==> config.mk <==
export PLATFORM = sky130hd
export DESIGN_NAME = whole_word_deletion_filter
export DESIGN_NICKNAME = d
export VERILOG_FILES = /design/src/rtl/core/wwdf_pkg.sv /design/src/rtl/core/wwdf_ram.sv /design/src/rtl/core/wwdf_obuf.sv /design/src/rtl/core/wwdf_ctrl.sv /design/src/rtl/core/whole_word_deletion_filter.sv
export SDC_FILE = /design/constraint.sdc
export NUM_CORES = 1
export LEC_CHECK = 0
export ABC_AREA = 1
export BUFFER_PORTS_ARGS = -buffer_cell sky130_fd_sc_hd__buf_4
export CAP_MARGIN = 20
export CORE_AREA = 3 3 167 169
export CTS_BUF_LIST = sky130_fd_sc_hd__clkbuf_4 sky130_fd_sc_hd__clkbuf_8
export CTS_CLUSTER_DIAMETER = 50
export DETAILED_ROUTE_END_ITERATION = 10
export DIE_AREA = 0 0 170 172
export MAX_ROUTING_LAYER = met4
export PLACE_DENSITY = 0.77
export SLEW_MARGIN = 20
export SYNTH_ARGS = -nofsm -noshare
export SYNTH_HDL_FRONTEND = slang
export SYNTH_SLANG_ARGS = --single-unit
==> constraint.sdc <==
create_clock -name aclk -period 2.05 [get_ports aclk]
set_input_delay 0.1025 -clock aclk [delete_from_list [all_inputs] [get_ports aclk]]
set_output_delay 0.1025 -clock aclk [all_outputs]
set_load 0.01 [all_outputs]
==> src/rtl/core/wwdf_pkg.sv <==
// Shared types, constants and a helper function of the whole-word deletion filter.
`default_nettype none

package wwdf_pkg;

    // Word buffer geometry
    localparam int MAX_WORD = 16;
    localparam int WORD_AW  = $clog2(MAX_WORD);
    localparam int CNT_W    = $clog2(MAX_WORD + 1);

    // Beat and register widths
    localparam int BYTE_W   = 8;
    localparam int DEL_W    = 16;
    localparam int CFG_W    = 64;
    localparam int CFG_IDX_W = 2;
    localparam int LEN_W    = 5;
    localparam int TGT_W    = 2 * CFG_W;
    localparam int M_DATA_W = BYTE_W + DEL_W;

    // Register indexes
    localparam logic [CFG_IDX_W-1:0] CFG_TGT_LOW  = 2'd0;
    localparam logic [CFG_IDX_W-1:0] CFG_TGT_HIGH = 2'd1;
    localparam logic [CFG_IDX_W-1:0] CFG_TGT_LEN  = 2'd2;

    // Reset values of the target word ("parola")
    localparam logic [CFG_W-1:0] TGT_LOW_RST  = 64'h0000_616C_6F72_6170;
    localparam logic [CFG_W-1:0] TGT_HIGH_RST = 64'h0;
    localparam logic [LEN_W-1:0] TGT_LEN_RST  = 5'd6;

    // Input command codes
    localparam logic CMD_TEXT = 1'b0;
    localparam logic CMD_EOS  = 1'b1;

    localparam logic [DEL_W-1:0] DEL_MAX = '1;

    // One result beat
    typedef struct packed {
        logic [BYTE_W-1:0] data;
        logic              has_byte;
        logic              last;
        logic [DEL_W-1:0]  deletions;
    } out_beat_t;

    // Fixed separator set
    function automatic logic is_sep(input logic [BYTE_W-1:0] b);
        logic r;
        case (b) inside
            8'h20, 8'h09, 8'h0D, 8'h0A, 8'h2E, 8'h2C, 8'h3B, 8'h3A,
            8'h27, 8'h22, 8'h28, 8'h29, 8'h2D, 8'h60, 8'h2A, 8'h26,
            8'h5E, 8'h23, 8'h40, 8'h21, 8'h24, 8'h5C, 8'h7C, 8'h5B,
            8'h5D, 8'h7B, 8'h7D, 8'h2F, 8'h3F: r = 1'b1;
            default: r = 1'b0;
        endcase
        return r;
    endfunction

endpackage

`default_nettype wire

==> src/rtl/core/wwdf_ram.sv <==
// Generic single-clock RAM with one write port and one registered read port.
`default_nettype none

module wwdf_ram #(
    parameter int WIDTH = 8,
    parameter int DEPTH = 16,
    parameter int AW    = $clog2(DEPTH)
) (
    input  wire logic             aclk,
    input  wire logic             wr_en,
    input  wire logic [AW-1:0]    wr_addr,
    input  wire logic [WIDTH-1:0] wr_data,
    input  wire logic             rd_en,
    input  wire logic [AW-1:0]    rd_addr,
    output logic      [WIDTH-1:0] rd_data
);

    logic [WIDTH-1:0] mem [DEPTH];

    // Write and registered read
    always_ff @(posedge aclk) begin
        if (wr_en) begin
            mem[wr_addr] <= wr_data;
        end
        if (rd_en) begin
            rd_data <= mem[rd_addr];
        end
    end

endmodule

`default_nettype wire

==> src/rtl/core/wwdf_obuf.sv <==
// Output register stage of the result channel.
`default_nettype none

module wwdf_obuf
    import wwdf_pkg::*;
(
    input  wire logic      aclk,
    input  wire logic      aresetn,
    input  wire logic      push,
    input  wire out_beat_t push_beat,
    output logic           push_ready,
    output logic           m_valid,
    input  wire logic      m_ready,
    output out_beat_t      m_beat
);

    logic      valid_reg;
    out_beat_t beat_reg;

    assign push_ready = !valid_reg || m_ready;
    assign m_valid    = valid_reg;
    assign m_beat     = beat_reg;

    // Hold a beat until taken, load the next one in the same cycle
    always_ff @(posedge aclk) begin
        if (!aresetn) begin
            valid_reg <= 1'b0;
        end else if (push_ready) begin
            valid_reg <= push;
        end
        if (push && push_ready) begin
            beat_reg <= push_beat;
        end
    end

endmodule

`default_nettype wire

==> src/rtl/core/wwdf_ctrl.sv <==
// Sequencer: buffers words in RAM, compares and flushes them on a separator, end of stream or overflow.
`default_nettype none

module wwdf_ctrl
    import wwdf_pkg::*;
(
    input  wire logic                 aclk,
    input  wire logic                 aresetn,
    input  wire logic                 cfg_we,
    input  wire logic [CFG_IDX_W-1:0] cfg_index,
    input  wire logic [CFG_W-1:0]     cfg_wdata,
    input  wire logic                 s_valid,
    output logic                      s_ready,
    input  wire logic                 s_cmd,
    input  wire logic [BYTE_W-1:0]    s_byte,
    output logic                      ram_we,
    output logic [WORD_AW-1:0]        ram_waddr,
    output logic [BYTE_W-1:0]         ram_wdata,
    output logic                      ram_re,
    output logic [WORD_AW-1:0]        ram_raddr,
    input  wire logic [BYTE_W-1:0]    ram_rdata,
    output logic                      push,
    output out_beat_t                 push_beat,
    input  wire logic                 push_ready
);

    typedef enum logic [2:0] {
        ST_IDLE,
        ST_CMP_RD,
        ST_CMP_CHK,
        ST_EMIT_RD,
        ST_EMIT_PUSH,
        ST_TAIL
    } state_t;

    state_t             state_reg, state_next;
    logic [TGT_W-1:0]   target_reg, target_next;
    logic [LEN_W-1:0]   tlen_reg, tlen_next;
    logic [CNT_W-1:0]   count_reg, count_next;
    logic               overlong_reg, overlong_next;
    logic [DEL_W-1:0]   del_reg, del_next;
    logic [CNT_W-1:0]   len_reg, len_next;
    logic [WORD_AW-1:0] idx_reg, idx_next;
    logic [BYTE_W-1:0]  tail_byte_reg, tail_byte_next;
    logic               tail_has_reg, tail_has_next;
    logic               sep_tail_reg, sep_tail_next;

    logic               accept;
    logic               closing;
    logic               at_end;
    logic [BYTE_W-1:0]  tgt_byte;

    assign s_ready   = (state_reg == ST_IDLE);
    assign accept    = s_valid && s_ready;
    assign closing   = (s_cmd == CMD_EOS) || is_sep(s_byte);
    assign at_end    = ({1'b0, idx_reg} == CNT_W'(len_reg - CNT_W'(1)));
    assign tgt_byte  = target_reg[{idx_reg, 3'b000} +: BYTE_W];

    // Store a word byte at the fill position
    assign ram_we    = accept && !closing && !overlong_reg && (count_reg < CNT_W'(MAX_WORD));
    assign ram_waddr = count_reg[WORD_AW-1:0];
    assign ram_wdata = s_byte;
    assign ram_re    = (state_reg == ST_CMP_RD) || (state_reg == ST_EMIT_RD);
    assign ram_raddr = idx_reg;

    // Result beats: buffered bytes, or the closing tail beat
    always_comb begin
        push_beat.deletions = del_reg;
        if (state_reg == ST_TAIL) begin
            push              = 1'b1;
            push_beat.data    = tail_byte_reg;
            push_beat.has_byte = tail_has_reg;
            push_beat.last    = 1'b1;
        end else begin
            push              = (state_reg == ST_EMIT_PUSH);
            push_beat.data    = ram_rdata;
            push_beat.has_byte = 1'b1;
            push_beat.last    = at_end && !sep_tail_reg;
        end
    end

    // Next-state logic
    always_comb begin
        state_next     = state_reg;
        target_next    = target_reg;
        tlen_next      = tlen_reg;
        count_next     = count_reg;
        overlong_next  = overlong_reg;
        del_next       = del_reg;
        len_next       = len_reg;
        idx_next       = idx_reg;
        tail_byte_next = tail_byte_reg;
        tail_has_next  = tail_has_reg;
        sep_tail_next  = sep_tail_reg;

        // Configuration writes
        if (cfg_we) begin
            unique case (cfg_index)
                CFG_TGT_LOW:  target_next[CFG_W-1:0]     = cfg_wdata;
                CFG_TGT_HIGH: target_next[TGT_W-1:CFG_W] = cfg_wdata;
                CFG_TGT_LEN:  tlen_next = cfg_wdata[LEN_W-1:0];
                default: ;
            endcase
        end

        unique case (state_reg)
            ST_IDLE: begin
                if (accept) begin
                    idx_next = '0;
                    if (closing) begin
                        tail_byte_next = (s_cmd == CMD_EOS) ? '0 : s_byte;
                        tail_has_next  = (s_cmd != CMD_EOS);
                        sep_tail_next  = (s_cmd != CMD_EOS);
                        len_next       = count_reg;
                        count_next     = '0;
                        overlong_next  = 1'b0;
                        if (overlong_reg || count_reg == '0) begin
                            state_next = ST_TAIL;
                        end else if (LEN_W'(count_reg) == tlen_reg) begin
                            state_next = ST_CMP_RD;
                        end else begin
                            state_next = ST_EMIT_RD;
                        end
                    end else if (overlong_reg) begin
                        tail_byte_next = s_byte;
                        tail_has_next  = 1'b1;
                        sep_tail_next  = 1'b1;
                        state_next     = ST_TAIL;
                    end else if (count_reg < CNT_W'(MAX_WORD)) begin
                        count_next = count_reg + CNT_W'(1);
                    end else begin
                        // Overflow: flush the buffer, then pass the new byte
                        tail_byte_next = s_byte;
                        tail_has_next  = 1'b1;
                        sep_tail_next  = 1'b1;
                        len_next       = count_reg;
                        count_next     = '0;
                        overlong_next  = 1'b1;
                        state_next     = ST_EMIT_RD;
                    end
                end
            end
            ST_CMP_RD: begin
                state_next = ST_CMP_CHK;
            end
            ST_CMP_CHK: begin
                if (ram_rdata != tgt_byte) begin
                    idx_next   = '0;
                    state_next = ST_EMIT_RD;
                end else if (at_end) begin
                    if (del_reg != DEL_MAX) begin
                        del_next = del_reg + DEL_W'(1);
                    end
                    state_next = ST_TAIL;
                end else begin
                    idx_next   = idx_reg + WORD_AW'(1);
                    state_next = ST_CMP_RD;
                end
            end
            ST_EMIT_RD: begin
                state_next = ST_EMIT_PUSH;
            end
            ST_EMIT_PUSH: begin
                if (push_ready) begin
                    if (at_end) begin
                        state_next = sep_tail_reg ? ST_TAIL : ST_IDLE;
                    end else begin
                        idx_next   = idx_reg + WORD_AW'(1);
                        state_next = ST_EMIT_RD;
                    end
                end
            end
            ST_TAIL: begin
                if (push_ready) begin
                    state_next = ST_IDLE;
                end
            end
            default: state_next = ST_IDLE;
        endcase
    end

    // State and registers
    always_ff @(posedge aclk) begin
        if (!aresetn) begin
            state_reg    <= ST_IDLE;
            target_reg   <= {TGT_HIGH_RST, TGT_LOW_RST};
            tlen_reg     <= TGT_LEN_RST;
            count_reg    <= '0;
            overlong_reg <= 1'b0;
            del_reg      <= '0;
            len_reg      <= '0;
            idx_reg      <= '0;
            sep_tail_reg <= 1'b0;
        end else begin
            state_reg    <= state_next;
            target_reg   <= target_next;
            tlen_reg     <= tlen_next;
            count_reg    <= count_next;
            overlong_reg <= overlong_next;
            del_reg      <= del_next;
            len_reg      <= len_next;
            idx_reg      <= idx_next;
            sep_tail_reg <= sep_tail_next;
        end
        tail_byte_reg <= tail_byte_next;
        tail_has_reg  <= tail_has_next;
    end

endmodule

`default_nettype wire

==> src/rtl/core/whole_word_deletion_filter.sv <==
// Top level of the whole-word deletion filter.
//
// Channel   Direction  Beat content
// s_*       in         tuser: command (1 = end of stream), tdata: text byte
// m_*       out        tuser: has_byte, tlast: last, tdata: out_byte, deletions
// cfg_*     in         register writes: 0 target low, 1 target high, 2 length
//
// A separator or end of stream is accepted, then a word of target length is compared
// byte by byte up to the first differing byte, in a read and a check state each, as the
// word RAM read is registered; released bytes take a read and a push state each, then
// the closing beat, which end of stream skips once bytes were released. An overflowing
// byte flushes the buffer this way, then passes. Reset is synchronous, active low, and
// needs no clearing pass. A stalled m_ channel holds the sequencer.
`default_nettype none

module whole_word_deletion_filter
    import wwdf_pkg::*;
(
    input  wire logic                 aclk,
    input  wire logic                 aresetn,
    input  wire logic                 s_tvalid,
    output logic                      s_tready,
    input  wire logic [BYTE_W-1:0]    s_tdata,   // [7:0] in_byte
    input  wire logic                 s_tuser,   // [0] command
    output logic                      m_tvalid,
    input  wire logic                 m_tready,
    output logic [M_DATA_W-1:0]       m_tdata,   // [7:0] out_byte, [23:8] deletions
    output logic                      m_tuser,   // [0] has_byte
    output logic                      m_tlast,
    input  wire logic                 cfg_we,
    input  wire logic [CFG_IDX_W-1:0] cfg_index,
    input  wire logic [CFG_W-1:0]     cfg_wdata
);

    logic               ram_we;
    logic [WORD_AW-1:0] ram_waddr;
    logic [BYTE_W-1:0]  ram_wdata;
    logic               ram_re;
    logic [WORD_AW-1:0] ram_raddr;
    logic [BYTE_W-1:0]  ram_rdata;
    logic               push;
    logic               push_ready;
    out_beat_t          push_beat;
    out_beat_t          m_beat;

    wwdf_ram #(
        .WIDTH (BYTE_W),
        .DEPTH (MAX_WORD)
    ) u_word_ram (
        .aclk    (aclk),
        .wr_en   (ram_we),
        .wr_addr (ram_waddr),
        .wr_data (ram_wdata),
        .rd_en   (ram_re),
        .rd_addr (ram_raddr),
        .rd_data (ram_rdata)
    );

    wwdf_ctrl u_ctrl (
        .aclk       (aclk),
        .aresetn    (aresetn),
        .cfg_we     (cfg_we),
        .cfg_index  (cfg_index),
        .cfg_wdata  (cfg_wdata),
        .s_valid    (s_tvalid),
        .s_ready    (s_tready),
        .s_cmd      (s_tuser),
        .s_byte     (s_tdata),
        .ram_we     (ram_we),
        .ram_waddr  (ram_waddr),
        .ram_wdata  (ram_wdata),
        .ram_re     (ram_re),
        .ram_raddr  (ram_raddr),
        .ram_rdata  (ram_rdata),
        .push       (push),
        .push_beat  (push_beat),
        .push_ready (push_ready)
    );

    wwdf_obuf u_obuf (
        .aclk       (aclk),
        .aresetn    (aresetn),
        .push       (push),
        .push_beat  (push_beat),
        .push_ready (push_ready),
        .m_valid    (m_tvalid),
        .m_ready    (m_tready),
        .m_beat     (m_beat)
    );

    // Pack the result beat
    assign m_tdata = {m_beat.deletions, m_beat.data};
    assign m_tuser = m_beat.has_byte;
    assign m_tlast = m_beat.last;

endmodule

`default_nettype wire

==> impl_summary.md, run 1 <==
Critical path
The kind of critical path is flop to flop. Traced cell by cell, the critical path runs through buf_12 -> buf_16 -> o21ai_2 -> nand2_1 -> nand3_2 -> nand3_2 -> nand2_1 -> nand2_1 -> nand2_2 -> nand2_2 -> nor2_4 -> nand2_2 -> clkinv_2 -> buf_12 -> nand4_1 -> a21oi_1. The worst setup path is launched from a flop. The worst reg2reg path startpoint is u_ctrl.ram_raddr[0]$_SDFFE_PN0P_.

The type of destination of the critical path is a flop. At the worst endpoint, the arrival time is 2700 ps. The slowest stage of the critical path is the dfxtp_4 cell. The highest fanout seen on the critical path is 16. The flop-to-flop setup slack is -170 ps. The endpoint identified for the worst register-to-register timing path is u_ctrl.del_reg[3]$_SDFFE_PN0P_. The largest incremental delay on the critical path is 400 ps. The launch point of the critical path is u_ctrl.ram_raddr[0]$_SDFFE_PN0P_. Data on the critical path is required at its endpoint by 2530 ps. The number of cells on the worst reg-to-reg path is 16. The capturing instance or port of the critical path is u_ctrl.del_reg[3]$_SDFFE_PN0P_.

Detailed routing
For this block, the initial DRC count from the detailed router was 1345. The mean routed wirelength per cell is 18.0 microns. The number of design rule violations left after detail routing is 0.

The post-detailed-routing wire length is 41.5 mm. The first-pass iteration count of the detailed router is 7. The detail route stage leaves a number of antenna-violating nets equal to 0. In the routed layout, each cell is associated on average with a via count of 5.68. The via count is 13100.

Die
In this run the horizontal extent of the chip is 170 microns. The boundary pin count is 108. The floorplan step defined a core boundary enclosing 0.0267 sq mm. The starting density of the core is 55.4%. The number of core rows is 60. The die is 172 microns tall. The die covers 0.0292 sq mm.

Pwr
The largest voltage drop on the vdd net is 0.679 mV. The static leakage power is 7.51 nW. Dividing total power by cell area gives a power density of 962 mW/mm^2.

Placement
The placer's final routability congestion estimate is 0.910. After legalization and detailed placement, the total HPWL measured 25.6 mm. The number of instances in the placed design is 2113. The count of input and output buffers is 107.

Once placement finished, the instance area stood at 0.0165 sq mm. Prior to clock tree synthesis, the placed netlist has a worst setup slack of -123 ps.

Yosys
The fraction of synthesis flops using an asynchronous set or reset pin is 0%. Of the total synthesized cell area, the portion taken by full adders, half adders and majority gates is 0.591%. The synthesized netlist devotes 15.1% of its cell area to compound gates.

Summed over its instances, the top area cell type makes up 34.7% of the synthesized netlist area. For this run, the number of Yosys warnings is 0. The register area share after synthesis is 57.5%. The average cell area after synthesis is 8.84 sq um. In the synthesized netlist, mux cells make up 0% of the area. Summing every instance area after synthesis gives 0.0148 sq mm. The number of nets in the synthesized netlist is 1763. The predominant post-synthesis flop cell is edfxtp_1. After synthesis, the cell types taking the most area are edfxtp_1, dfxtp_1, o21ai_0. By area, the combinational part of the netlist is dominated by simple AND/OR/NAND/NOR gates. Of all cell types, the one taking the most synthesized area is edfxtp_1. The synthesized netlist devotes 18.4% of its cell area to simple gates. The gate count of the mapped netlist is 1676. Of the total synthesized cell area, the portion taken by XOR and XNOR cells is 1.36%.

Counting distinct cell types in the post-synthesis netlist gives 42. The count of flip-flops with a built-in enable after synthesis is 171. The synthesized flop and latch total is 340.

Outcome
The run finished, with violations left. The checks that failed: setup timing.

STA
Based on the critical path, the design can be clocked at up to 450 MHz. The final-report hold violation count is 0. At the pin with the least slew margin, the transition time is 791 ps. The worst-case setup margin in the final layout is -170 ps.

The final critical delay including setup and external delays is 2220 ps. The final count of pins violating max slew was 0. The clock arrives with 26.8 ps of skew. The worst relative slew slack is 47.2%. Setup repair after global routing could not meet its margin everywhere.

The number of setup violations in the final report is 24. Of the available clock period, the critical path in the final layout requires 108%.

CTS
The TritonCTS clock tree is yes. The buffer levels on the longest clock path is 3. In this run, CTS created clock tree buffers numbering 54. The CTS sink count is 340. The later pin in the worst-skew pair is clocked with a latency of 580 ps. The cell sitting at the root of the clock tree is a clkbuf_8.

After clock tree synthesis, the clock-pin slew on the worst setup and hold paths is 60 ps. The clock tree synthesis step divided the H-tree into 2 levels.

Cells and area
The filler cell count in the final layout is 1904. The fraction of layout instances using a drive strength above 1 is 20.9%. The number of antenna repair diodes is 0. The sequential cells in the finished layout cover a total of 0.00852 sq mm. The area growth from synthesis to layout is 28.6%.

The count of nets after finishing is 2013. The post-layout instance area is 0.0191 sq mm. Leaving out filler cells and counting taps, the final layout contains 2310. Summing all multi-input logic gate instances after layout gives 0.00557 sq mm.

Global routing
The via count of the first global-routing pass is 12500. The largest net degree at the start of global routing is 105. The first global-routing pass estimated 63.4 mm of wire. Summed over all layers, the global routing overflow is 0. The global-route usage over all layers is 27.9%. The number of antenna violations at the first check in global routing is 0.

Flow run
The tool flagged a number of max-cap violations equal to 0.

Worst hold path
Along the worst hold path, the cell count comes to 2. The class of the tightest hold or removal check is primary input to flop.
-- cell type report --
type,count,share of cell area (%)
clock buffer,84,5.48
clock inverter,15,0.506
inverter,155,3.09
multi-input combinational,1079,29.2
sequential,340,44.7
tap,341,2.24
timing repair buffer,296,14.7
-- cell families (layout without fill, tap and decap cells) --
| logic type | after synthesis | after routing |
|---|---|---|
| adder cells (fa/ha/maj) | 7 | 7 |
| buffers and inverters | 257 | 550 |
| AO/OA/AOI/OAI | 396 | 396 |
| flip-flops | 340 | 340 |
| AND/OR/NAND/NOR | 653 | 653 |
| XOR/XNOR | 23 | 23 |
-- routing by layer --
layer	part of all wire, %	GRT usage, %	routed length (microns)	vias up
met2	49	46.1	20300	598
li1	-	-	-	6181
met3	7.7	4.12	3180	119
met1	39	35.0	16400	6217
met4	3.9	10.7	1610	0
met5	0	-	0	-
-- Yosys cell counts (6+ instances only) --
library cell / number
nor3_1: 8
nand4_1: 19
o21ai_0: 216
nand2_1: 264
a21oi_1: 98
ha_1: 7
nand3_1: 120
o221ai_1: 23
buf_2: 15
inv_1: 150
o21ai_1: 7
xnor2_1: 9
nor2_1: 229
clkbuf_1: 75
buf_6: 6
dfxtp_1: 169
o22ai_1: 13
edfxtp_1: 171
o211ai_1: 24
xor2_1: 14
-- cell usage in the layout, fill, tap and decap left out, types with 24 or more instances in the layout --
master,instances
a21oi_1,96
buf_4,170
clkbuf_8,66
dfxtp_1,167
dlygate4sd3_1,81
edfxtp_1,171
inv_1,147
nand2_1,250
nand3_1,91
nand3_2,29
nor2_1,205
o211ai_1,24
o21ai_0,197
-- worst min path at each step --
stage	start	end	slack [ps]
floorplan	s_tdata[0]	u_word_ram.mem[0][0]$_DFFE_PP_	200
global placement	cfg_wdata[45]	u_ctrl.target_reg[45]$_SDFFE_PN1P_	320
detailed placement	cfg_wdata[29]	u_ctrl.target_reg[29]$_SDFFE_PN1P_	330
CTS	s_tdata[3]	u_ctrl.tail_byte_reg[3]$_DFFE_PP_	9
global route	s_tdata[1]	u_word_ram.mem[12][1]$_DFFE_PP_	40
finish	s_tdata[1]	u_word_ram.mem[10][1]$_DFFE_PP_	50
-- critical path, delay by kind of cell, from the launching register on --
family	cells	cell delay (ps)
flops	1	400
compound gates	2	320
simple gates	10	910
buf+inv	4	480
-- where the power goes --
| group | leakage [nW] | internal (W) | total [W] | switching [W] |
|---|---|---|---|---|
| Sequential | 2.93 | 0.00770 | 0.00794 | 0.000247 |
| Clock | 0.594 | 0.00335 | 0.00597 | 0.00262 |
| Combinational | 3.99 | 0.00178 | 0.00442 | 0.00263 |
-- what timing repair did --
item / in CTS / in global routing
gates cloned: 1 / 6
setup buffers: 4 / 5
setup endpoints to repair: 22 / 172
pin swaps: 9 / 23
gates resized for setup: 25 / 106
hold endpoints to repair: 239 / 0
hold buffers: 82 / 0
-- stage by stage --
stage	hold slack, ps	power, W	utilization, %	setup TNS [ps]
2_1_floorplan	201	0.0104	-	0
3_3_place_gp	323	0.0118	61.6	-4460
3_5_place_dp	331	0.0118	61.6	-6890
4_1_cts	9.43	0.0180	69.5	-727
5_1_grt	38.1	0.0192	71.3	-13540
6_report	51.3	0.0183	71.3	-2860
Note: power is estimated with default switching activity, not from simulation.
==> run 2: changes to the inputs <==
- RECOVER_POWER: not set -> 50
==> impl_summary.md, run 2 (synthesized netlist as in run 1, its figures left out) <==
Critical path
The critical path goes through buf_12 -> buf_16 -> o21ai_2 -> nand2_1 -> nand3_2 -> nand3_2 -> nand2_1 -> nand2_1 -> nand2_2 -> nand2_2 -> nor2_4 -> nand2_2 -> clkinv_2 -> buf_12 -> nand4_1 -> a21oi_1. The largest incremental delay on the critical path is 400 ps. The worst setup path is captured at a flop. The master of the slowest instance on the critical path is dfxtp_4. The kind of start point of the critical path is a flop. Of all nets on the critical path, the largest fanout is 16.

The kind of cell with the highest combined delay along the critical path is simple AND/OR/NAND/NOR gates. Together, buffers and inverters on the worst path number 4. The data arrival time of the critical path is 2700 ps. The required time at the worst-slack endpoint is 2530 ps.

The kind of critical path is flop to flop. The setup check on the worst reg-to-reg path leaves a slack of -170 ps.

CTS
Counting every sink on the clock net gives 340. The buffer levels on the longest clock path is 3. At the later pin of the worst-skew pair, clock insertion delay measures 580 ps.

The H-tree was split into 2 levels. The clock transition time at the flip-flop clock pins of the worst setup and hold paths is 60 ps. In this run, CTS created clock tree buffers numbering 54. TritonCTS built the clock tree. Clock tree synthesis selected as its root buffer the cell clkbuf_8.

STA
In this run the tightest slew margin relative to its limit is 43.7%. The final-report hold violation count is 0. The final count of pins violating max slew came to 0.

The final critical delay including setup and external delays is 2220 ps. Timing would allow up to 449 MHz. Of the available clock period, the critical path in the final layout requires 109%.

In the post-route analysis, the smallest setup slack over all paths is -175 ps. The accumulated negative setup slack is -13960 ps. Setup repair after global routing could not meet its margin everywhere.

The clock skew after layout is 27.0 ps. The worst hold slack is 98.5 ps. Setup violations remaining at the end of the flow were counted as 151.

At the pin with the least slew margin, the transition time is 844 ps.

Detailed routing
In this run, the number of DRC markers left after iteration 0 of detailed routing was 1395. The routed layout has 13100 vias. Before antenna repair, the detailed router went through 6 iterations. For this run, design rule violations remaining after detail routing come to 0. Summed over all layers, the routed wires come to 41.7 mm. Dividing the detail-routed wire length by the instance count gives 18.0 microns. After detailed routing, the number of vias per cell comes to 5.69. Once detail routing completed, the nets flagged for antenna violations numbered 0.

Pwr
The switching component of the power is 0.00550 W. The share of total power consumed by net switching is 30.0%. Cell internal power was estimated by the tool at 0.0128 W.

The share of power burned in combinational logic is 24.0%. The largest voltage drop on the vdd net is 0.678 mV. The power density normalized to cell area is 966 mW/mm^2. The share of total power dissipated in sequential elements is 43.4%. The static leakage power is 7.42 nW. The power share of the clock group is 32.6%. The completed layout was analyzed and its total power is 0.0183 W.

Die
Pin placement for this block handled 108 I/O pins. The number of core rows is 60. The floorplan step defined a die boundary enclosing 0.0292 sq mm.

The width of the chip is 170 microns. The floorplan die height is 172 microns. The initial utilization of the core area, before any placement, comes to 55.4%. The area of the core region is 0.0267 sq mm.

Worst hold path
The class of the tightest hold or removal check is primary input to flop.

Global routing
Entering global routing, the biggest net connects 105 pins. The first-pass GRT wire length is 63.4 mm. The global-route usage over all layers is 27.9%.

The via count of the first global-routing pass was 12500. The number of antenna violations at the first check in global routing is 0. Summed over all layers, the global routing overflow is 0.

Placement
At the end of routability-driven placement, the weighted congestion stood at 0.910. During placement, the flow inserted port buffers numbering 107. Counting tap cells, the placed design contains a total of 2113 instances. The wire-length estimate of the detail-placed layout is 25.6 mm.

Cells and area
After the flow finishes, the layout carries non-filler instances totaling 2310. In the final layout, the multi-input gates occupy 0.00557 sq mm. Leaving out fill and tap cells, the most frequent cell in the layout is nand2_1. Cells with a size suffix above 1 make up 19.8% of the layout. The layout-stage area growth over the synthesis result is 28.0%. The number of antenna repair diodes is 0. After the last flow step, the layout net total stands at 2013. The top cell types in the final layout, fill and taps aside, are nand2_1, nor2_1, o21ai_0. The sequential cell area in the final layout is 0.00852 sq mm.

The filler cells instantiated in the layout total 1932. Cells fill 71.0% of the core in the end.

Flow run
The number of maximum-capacitance constraint violations is 0.

Outcome
The flow ran to the end, but the final reports show violations. The checks that failed: setup timing.
## run 2: cell types whose count changed in the layout (fill, tap and decap cells not counted)
cell and change:
dlymetal6s4s_1 -1, buf_6 -1, clkbuf_4 +1, clkdlybuf4s25_1 +1
clkbuf_1 +22, buf_4 -22
## run 2: final cells by class
type                    count  share of cell area (%)
repair buffers            296                    14.3
well taps                 341                    2.25
clock inverters            15                   0.508
flip-flops and latches    340                    44.9
inverters                 155                    3.10
clock buffers              84                    5.50
multi-input cells        1079                    29.4
## run 2: per-stage QoR
step	setup WS, ps	instance area [sq um]
6_report	-175	19000
5_1_grt	-304	19000
4_1_cts	-65.8	18600
3_5_place_dp	-123	16500
3_3_place_gp	-92.7	16500
2_1_floorplan	2.33	14800
## run 2: worst paths after layout
kind / from / to / depth (start not counted)
worst min register to register: u_ctrl.target_reg[51]$_SDFFE_PN0P_ / u_ctrl.target_reg[51]$_SDFFE_PN0P_ / 2
worst min-delay path: cfg_index[0] / u_ctrl.tlen_reg[4]$_SDFFE_PN0P_ / 5
worst max register to register: u_ctrl.ram_raddr[0]$_SDFFE_PN0P_ / u_ctrl.del_reg[3]$_SDFFE_PN0P_ / 16
worst max-delay path: u_ctrl.ram_raddr[0]$_SDFFE_PN0P_ / u_ctrl.del_reg[3]$_SDFFE_PN0P_ / 16
## run 2: layer usage
layer	vias up	GRT usage, %	wire length (microns)
met2	614	46.1	20400
met5	-	-	0
li1	6185	-	-
met1	6213	35.0	16500
met3	125	4.12	3180
met4	0	10.7	1660
## run 2: what timing repair did
action | CTS | global route
hold buffers | 82 | 0
cloned | 1 | 6
resized for setup | 25 | 106
setup buffers | 4 | 5
hold endpoints to repair | 239 | 0
pin swaps | 9 | 23
endpoints found under the setup margin | 22 | 172
## run 2: power groups by stage
stage / Sequential [W] / Clock, W / Combinational (W)
after floorplan: 0.00805 / 0 / 0.00231
after global placement: 0.00806 / 0 / 0.00369
after detailed placement: 0.00807 / 0 / 0.00378
after CTS: 0.00793 / 0.00603 / 0.00403
after global routing: 0.00798 / 0.00638 / 0.00482
final: 0.00795 / 0.00597 / 0.00440
## run 2: tightest hold or removal path: cells and delay by family
| kind | cells | cell delay, ps |
|---|---|---|
| AO/OA/AOI/OAI | 1 | 140 |
| buffers and inverters | 2 | 260 |
| AND/OR/NAND/NOR | 2 | 100 |
